<file path="src/design/krrs_step.sv">
// Shared step unit of the ring walk: wrapped slot increment and decrement,
// key tag compare and end-of-walk detect. Depends on nothing but its parameter.
`default_nettype none

module krrs_step #(
	parameter int STORE_DEPTH = 128,
	localparam int SW = $clog2(STORE_DEPTH),
	localparam int CW = $clog2(STORE_DEPTH + 1)
) (
	input  wire logic [SW-1:0] cur_slot,
	input  wire logic [SW-1:0] head,
	input  wire logic [SW-1:0] age,
	input  wire logic [CW-1:0] count,
	input  wire logic [63:0]   rd_key,
	input  wire logic [63:0]   ref_key,
	output      logic [SW-1:0] next_slot,
	output      logic [SW-1:0] prev_head,
	output      logic          hit,
	output      logic          last
);

	localparam logic [SW-1:0] LAST_SLOT = SW'(STORE_DEPTH - 1);

	logic [CW:0] age_inc;

	// Advance one slot toward the oldest entry, wrapping at the depth
	assign next_slot = (cur_slot == LAST_SLOT) ? '0 : cur_slot + 1'b1;

	// Step the head one slot back, wrapping at zero
	assign prev_head = (head == '0) ? LAST_SLOT : head - 1'b1;

	// Compare the tag read from the ring against the searched tag
	assign hit = (rd_key == ref_key);

	// Flag the oldest valid entry
	assign age_inc = (CW + 1)'(age) + 1'b1;
	assign last    = (age_inc == (CW + 1)'(count));

endmodule

`default_nettype wire

</file>
<file path="config.mk">
export PLATFORM = sky130hd
export DESIGN_NAME = krrs_step
export DESIGN_NICKNAME = d
export VERILOG_FILES = /design/src/design/krrs_step.sv
export SDC_FILE = /design/constraint.sdc
export NUM_CORES = 1
export LEC_CHECK = 0
export BUFFER_PORTS_ARGS = -buffer_cell sky130_fd_sc_hd__clkbuf_2
export CORE_AREA = 2 2 66 68
export DETAILED_ROUTE_END_ITERATION = 8
export DIE_AREA = 0 0 68 70
export MAX_ROUTING_LAYER = met4
export PLACE_DENSITY_LB_ADDON = 0.2
export SYNTH_ARGS = -nofsm -noshare
export SYNTH_HDL_FRONTEND = slang
export SYNTH_SLANG_ARGS = --single-unit
</file>
<file path="constraint.sdc">
create_clock -name vclk -period 1.3
set_clock_uncertainty 0.15 [all_clocks]
set_input_delay 0 -clock vclk [all_inputs]
set_output_delay 0 -clock vclk [all_outputs]
set_load 0.02 [all_outputs]
</file>
==> run_results.csv, run 1 <==
group,metric,value,unit
final_layout,fillers,427,
power,p_int,375,µW
floorplan,io_pins,173,
final_layout,drive_gt1_share,57.5,%
global_routing,grt_max_degree,6,
floorplan,num_rows,24,
logic_synthesis,synth_compound_area_share,8.47,%
sta,worst_slew_pin_slew,342,ps
floorplan,die_h,70,µm
outcome,violations,"setup timing",
power,swShare,46.3,%
critical_path,worst-path-max-fanout,3,
sta,hold_viol_final,0,
final_layout,seq_cell_count,0,
logic_synthesis,synth_area_leaders,"xor2_1 (53%), nor4_1 (10%), xnor2_1 (5.2%)",
route,avgRoutedWirePerCell,10.7,µm
critical_path,cp.arrival,1270,ps
route,vias,1804,
sta,post-route-worst-setup-slack,-117,ps
cts,cts_setup_buffers,0,
critical_path,crit_path_end_kind,"output port",
logic_synthesis,synthSimpleGateAreaFrac,27.3,%
power,netSwitchingPower,324,µW
outcome,outcome,"complete, but fails checks",
final_layout,nClkBuffers,0,
sta,clock.fmax,0.706,GHz
global_routing,grt_pass1_vias,1612,
power,power_frac_seq,0,%
power,p_leak,1.30,nW
logic_synthesis,yosysTopAreaCell,"xor2_1",
logic_synthesis,synthCells,160,
hold_path,hp-class,"in2out",
logic_synthesis,synth_top_family_by_area,"XOR/XNOR gates",
floorplan,floorplan.die_area,0.00476,mm²
placement,gp_congestion,0.759,
cts,cts_hold_buffers,0,
route,drtIter0Drc,73,
logic_synthesis,synth.most_common_cell,"xor2_1",
final_layout,final_net_count,509,
route,firstDrtPassIters,4,
critical_path,crit_type,"in2out",
route,wirelength,4.26,mm
final_layout,areaGrowthSynthToFinish,95.3,%
floorplan,die-width,68,µm
run,drv_cap,0,
final_layout,seq_area,0,µm²
power,ir_drop,136,µV
route,drc,0,
final_layout,antenna_cells,0,
global_routing,grt_pass1_wl,6.40,mm
sta,relSlewSlack,77.0,%
placement,dp.cells,398,
final_layout,layout.cells.non_filler,398,
global_routing,grt.total_usage,16.7,%
logic_synthesis,syn_area,0.00118,mm²
power,power_density,303,mW/mm²
critical_path,worstSetupStartpointType,"input pin",
logic_synthesis,yosysSeqAreaShare,0,%
route,antenna_left,0,
sta,finalSetupViolations,2,
logic_synthesis,synth_fp_nets,321,
route,viasPerCell,4.53,
logic_synthesis,synth.distinct_cells,27,
global_routing,antenna_found_initial,0,
placement,dp_hpwl,4.02,mm
logic_synthesis,synth_top_area_share,52.6,%
logic_synthesis,synthMuxAreaShare,0,%
logic_synthesis,synth_top_cells_by_count,"xor2_1 (71), nor4_1 (19), nor2_1 (9)",
sta,period_share,109,%
placement,port-buffer-count,173,
logic_synthesis,yosys_warnings,0,
logic_synthesis,synth_adder_area_share,4.23,%
global_routing,overflow,0,
logic_synthesis,synth.avg_cell_area,7.39,µm²
power,clock_power_share,0,%
placement,post-place-ws,-208,ps
sta,post-route-min-period,1420,ps
critical_path,worstPathRequired,1150,ps
logic_synthesis,synth-xor-area-share,57.8,%
floorplan,core_area,0.00414,mm²
floorplan,initial_core_util,28.5,%
sta,drv_slew,0,
power,p_comb_share,100.0,%
sta,rsz0062_at_grt,"true",
final_layout,multiInputGateArea,0.00122,mm²
==> cell type report <==
cell class	count	share of cell area [%]
multi-input combinational	153	53.0
timing repair buffer	186	43.0
tap	52	2.82
inverter	7	1.14
==> kinds of logic after synthesis <==
| logic type | count (synthesis) |
|---|---|
| adders and majority gates | 4 |
| xor gates and xnor gates | 78 |
| AOI/OAI and AO/OA | 14 |
| buffers and inverters | 7 |
| and+or+nand+nor | 57 |
==> power groups by stage <==
| stage | Combinational (mW) | Clock, mW | Sequential (mW) |
|---|---|---|---|
| floorplan | 0.300 | 0 | 0 |
| global placement | 0.677 | 0 | 0 |
| detailed placement | 0.686 | 0 | 0 |
| CTS | 0.696 | 0 | 0 |
| global route | 0.777 | 0 | 0 |
| finish | 0.699 | 0 | 0 |
==> worst paths after layout <==
check | to | from | cells after the start
worst min-delay path | next_slot[0] | cur_slot[0] | 3
worst max-delay path | last | age[0] | 7
==> cell usage in the layout, fill, tap and decap left out, types with 2 or more instances in the layout <==
| master | count |
|---|---|
| nand3_1 | 3 |
| or2b_1 | 2 |
| and3_1 | 3 |
| nor3_1 | 2 |
| buf_4 | 15 |
| ha_1 | 2 |
| inv_1 | 6 |
| xnor2_1 | 7 |
| xor2_1 | 70 |
| nand4_1 | 5 |
| nor4_2 | 3 |
| a21oi_1 | 3 |
| nor2_1 | 8 |
| nand2_1 | 8 |
| o21ai_1 | 3 |
| clkbuf_2 | 168 |
| nor4_1 | 16 |
==> per-layer routing <==
| layer | global-route usage [%] | share of wire [%] | up-vias | wire length [µm] |
|---|---|---|---|---|
| met4 | 0.667 | 0.80 | 0 | 34 |
| met1 | 17.4 | 34 | 770 | 1430 |
| met5 | - | 0 | - | 0 |
| met2 | 34.3 | 56 | 90 | 2390 |
| met3 | 0.966 | 9.4 | 4 | 401 |
| li1 | - | - | 940 | - |
==> worst max-delay path, cell delays in order <==
cell and delay (ps):
buf_8 100, ha_4 150, and3_4 170, a31o_4 220, a2111oi_4 270, o311a_1 220, clkbuf_8 140
==> per-stage QoR <==
step           instance area (µm²)  hold slack [ps]  power [mW]  util [%]  setup TNS, ps
5_1_grt                       2310              170       0.777      55.7           -367
3_5_place_dp                  2250              143       0.686      54.4           -299
3_3_place_gp                  2250              149       0.677      54.4           -298
4_1_cts                       2280              145       0.696      55.0           -232
2_1_floorplan                 1230            -70.2       0.300         -          -3.37
6_report                      2310              145       0.699      55.7           -167
==> repair_timing <==
| action | 4_1_cts | 5_1_grt |
|---|---|---|
| endpoints found under the setup margin | 2 | 6 |
| pin swaps | 5 | 3 |
| gates resized for setup | 5 | 15 |
No activity file was read; power rests on OpenSTA's default activity.
==> inputs of run 2 (changes only) <==
Settings changed: SETUP_SLACK_MARGIN set to 0.1, SKIP_LAST_GASP set to 1.
==> run_results.csv, run 2 (synthesis gave the netlist of run 1 again) <==
group,metric,value,unit
outcome,outcome,"complete, but fails checks",
outcome,violations,"setup timing",
sta,fin_setup_tns,-193,ps
floorplan,floorplan.die_area,0.00476,mm²
global_routing,grt_max_degree,6,
power,swShare,46.4,%
critical_path,worstPathRequired,1150,ps
placement,gp_congestion,0.759,
hold_path,whs_path_depth,3,
final_layout,areaGrowthSynthToFinish,98.9,%
final_layout,nClkBuffers,0,
critical_path,crit_path_end_kind,"output port",
floorplan,initial_core_util,28.5,%
sta,relSlewSlack,79.2,%
final_layout,mostFrequentLayoutCells,"clkbuf_2 (166), xor2_1 (71), buf_4 (18)",
route,avgRoutedWirePerCell,10.8,µm
global_routing,grt_pass1_vias,1612,
global_routing,antenna_found_initial,0,
route,antenna_left,0,
global_routing,grt_pass1_wl,6.40,mm
final_layout,seq_area,0,µm²
power,power_frac_seq,0,%
floorplan,core_area,0.00414,mm²
power,p_total,711,µW
sta,clock.fmax,0.696,GHz
final_layout,fillers,420,
run,drv_cap,0,
route,drtIter0Drc,27,
route,drc,0,
floorplan,num_rows,24,
power,p_int,382,µW
critical_path,crit_type,"in2out",
sta,rsz0062_at_grt,"true",
power,power_density,302,mW/mm²
floorplan,die-width,68,µm
final_layout,final_net_count,510,
sta,finalSetupViolations,2,
power,netSwitchingPower,330,µW
sta,period_share,111,%
route,wirelength,4.30,mm
final_layout,seq_cell_count,0,
critical_path,cp.arrival,1290,ps
cts,cts_hold_buffers,0,
floorplan,die_h,70,µm
critical_path,worst-path-max-fanout,3,
sta,post-route-worst-setup-slack,-137,ps
sta,drv_slew,0,
sta,worst_slew_pin_slew,309,ps
global_routing,grt.total_usage,16.7,%
placement,post-place-ws,-208,ps
final_layout,drive_gt1_share,59.4,%
sta,hold_viol_final,0,
route,viasPerCell,4.51,
global_routing,overflow,0,
power,p_comb_share,100.0,%
route,firstDrtPassIters,4,
placement,dp_hpwl,4.02,mm
route,vias,1798,
power,clock_power_share,0,%
final_layout,final_common_cell,"clkbuf_2",
power,ir_drop,132,µV
sta,post-route-min-period,1440,ps
floorplan,io_pins,173,
critical_path,worstSetupStartpointType,"input pin",
placement,port-buffer-count,173,
hold_path,hp-class,"in2out",
final_layout,antenna_cells,0,
power,p_leak,1.30,nW
run 2: what timing repair did:
| item | 4_1_cts | 5_1_grt |
|---|---|---|
| gates resized for setup | 7 | 22 |
| setup endpoints to repair | 4 | 11 |
| setup buffers | 0 | 1 |
| pin swaps | 5 | 3 |
| gates cloned | 0 | 0 |
run 2: routing by layer:
layer,vias to the layer above,GRT usage (%),share of wire [%]
met5,-,-,0
met4,0,0.667,0.44
met3,2,0.966,8.8
met2,84,34.3,57
met1,771,17.4,34
li1,941,-,-
run 2: critical path, cell delays in order:
cell and delay, ps:
clkbuf_8 120, ha_4 150, and3_4 170, a31o_4 220, a2111oi_4 270, o311a_1 220
clkbuf_8 140
run 2: power groups by stage:
| stage | clock (mW) | sequential, mW | combinational (mW) |
|---|---|---|---|
| after floorplan | 0 | 0 | 0.300 |
| after global placement | 0 | 0 | 0.677 |
| after detailed placement | 0 | 0 | 0.686 |
| after CTS | 0 | 0 | 0.696 |
| after global routing | 0 | 0 | 0.790 |
| final | 0 | 0 | 0.711 |
run 2: final cells by class:
cell class / instances / area (µm²) / area share [%]
inverter: 7 / 26.3 / 1.12
timing repair buffer: 187 / 998 / 42.4
multi-input combinational: 153 / 1260 / 53.7
tap: 52 / 65.1 / 2.77
run 2: stage by stage:
step / cell area, µm² / hold slack [ps] / std cells / util [%]
CTS: 2280 / 145 / 398 / 55.0
floorplan: 1230 / -70.2 / 160 / -
global placement: 2250 / 149 / 398 / 54.4
global route: 2350 / 170 / 399 / 56.8
detailed placement: 2250 / 143 / 398 / 54.4
finish: 2350 / 147 / 399 / 56.8
run 2: worst paths after layout:
check / from / slack (ps) / end
setup / recovery: age[0] / -140 / last
hold / removal: cur_slot[0] / 150 / next_slot[0]
==> inputs of run 3 (changes only) <==
Settings changed: SETUP_SLACK_MARGIN 0.1 to 0.2.
==> run_results.csv, run 3 (synthesis gave the netlist of run 1 again) <==
group,metric,value,unit
outcome,outcome,"complete, but fails checks",
outcome,violations,"setup timing",
floorplan,initial_core_util,28.5,%
power,clock_power_share,0,%
sta,fin_setup_tns,-233,ps
final_layout,final_net_count,505,
global_routing,antenna_found_initial,0,
final_layout,drive_gt1_share,58.2,%
sta,hold_viol_final,0,
floorplan,floorplan.die_area,0.00476,mm²
final_layout,areaGrowthSynthToFinish,99.4,%
critical_path,worstSetupStartpointType,"input pin",
critical_path,worstPathRequired,1150,ps
route,firstDrtPassIters,4,
global_routing,grt_pass1_wl,6.48,mm
power,p_int,383,µW
global_routing,grtUsageMet3,1.29,%
sta,rsz0062_at_grt,"true",
sta,clock.fmax,0.683,GHz
power,ir_drop,144,µV
sta,finalSetupViolations,2,
global_routing,overflow,0,
sta,post-route-worst-setup-slack,-163,ps
placement,place_area,0.00222,mm²
power,power_density,302,mW/mm²
global_routing,grt_max_degree,6,
final_layout,nClkBuffers,0,
power,p_leak,1.29,nW
global_routing,grt_pass1_vias,1627,
cts,cts_hold_buffers,0,
floorplan,num_rows,24,
power,p_comb_share,100.0,%
hold_path,hold_start,"cur_slot[0]",
placement,dp_hpwl,3.94,mm
final_layout,final_area,0.00236,mm²
floorplan,core_area,0.00414,mm²
route,avgRoutedWirePerCell,10.9,µm
sta,post-route-min-period,1460,ps
critical_path,crit_path_end_kind,"output port",
critical_path,worst-path-max-fanout,3,
critical_path,startpoint,"age[1]",
run,drv_cap,0,
final_layout,antenna_cells,0,
sta,drv_slew,0,
final_layout,mostFrequentLayoutCells,"clkbuf_2 (159), xor2_1 (71), nor4_1 (16)",
hold_path,hp-class,"in2out",
placement,post-place-ws,-211,ps
global_routing,gr-max-usage-layer,"met2",
route,vias,1769,
floorplan,io_pins,173,
power,power_frac_seq,0,%
critical_path,cp.arrival,1310,ps
sta,worst_slew_pin_slew,316,ps
power,swShare,46.3,%
placement,port-buffer-count,173,
route,viasPerCell,4.49,
floorplan,die_h,70,µm
critical_path,crit_type,"in2out",
final_layout,seq_cell_count,0,
critical_path,worstPathCellList,"clkbuf_8 > ha_4 > and3_4 > a31o_4 > a2111oi_4 > o311a_1 > clkbuf_8",
floorplan,die-width,68,µm
sta,relSlewSlack,78.8,%
critical_path,slowest_stage,"a2111oi_4",
final_layout,final_common_cell,"clkbuf_2",
power,netSwitchingPower,329,µW
global_routing,use_met2,33.1,%
power,p_total,712,µW
route,drtIter0Drc,31,
route,wirelength,4.29,mm
global_routing,grt.total_usage,16.9,%
route,antenna_left,0,
final_layout,seq_area,0,µm²
sta,period_share,113,%
route,drc,0,
critical_path,max_stage_delay,270,ps
critical_path,crit_top_cell,"clkbuf_8",
placement,gp_congestion,0.787,
global_routing,use_met1,18.4,%
## run 3: changes by cell type in the layout (fill, tap and decap cells not counted), moves of 2 or more
| cell | change |
|---|---|
| buf_4 | -3 |
| clkbuf_2 | -7 |
| nor4_2 | -2 |
| inv_2 | -2 |
| inv_4 | +2 |
| buf_2 | +2 |
## run 3: metal layers
layer	vias up	share of wire, %
met2	79	56
met4	0	0.49
li1	930	-
met3	2	8.1
met5	-	0
met1	758	35
## run 3: layout make-up
type | count | area (µm²)
fill | 385 | 1790
inverter | 7 | 31.3
multi-input combinational | 153 | 1280
tap | 52 | 65.1
timing repair buffer | 182 | 983
## run 3: repair_timing
action,in CTS,in global routing
resized for setup,19,23
setup endpoints to repair,12,12
pin swaps,6,7
setup buffers,1,0
hold endpoints to repair,0,0
## run 3: final timing paths
kind / endpoint / slack, ps / cells past startpoint
worst min-delay path: next_slot[0] / 150 / 3
worst max-delay path: last / -160 / 7
## run 3: power groups by stage
stage                     Combinational (mW)  Clock (mW)  Sequential, mW
after floorplan                        0.300           0               0
after global placement                 0.666           0               0
after detailed placement               0.675           0               0
after CTS                              0.704           0               0
after global routing                   0.783           0               0
final                                  0.712           0               0
## run 3: per-stage QoR
step / std cells / util [%] / hold WS (ps)
global placement: 393 / 53.5 / 150
floorplan: 160 / - / -70.2
finish: 394 / 56.9 / 148
global route: 394 / 56.9 / 160
detailed placement: 393 / 53.5 / 142
CTS: 394 / 55.9 / 146
## run 3: critical path: cells and delay by family
family          cells  cell delay [ps]
simple gates        1              170
compound gates      3              730
buf+inv             2              270
fa+ha+maj           1              150
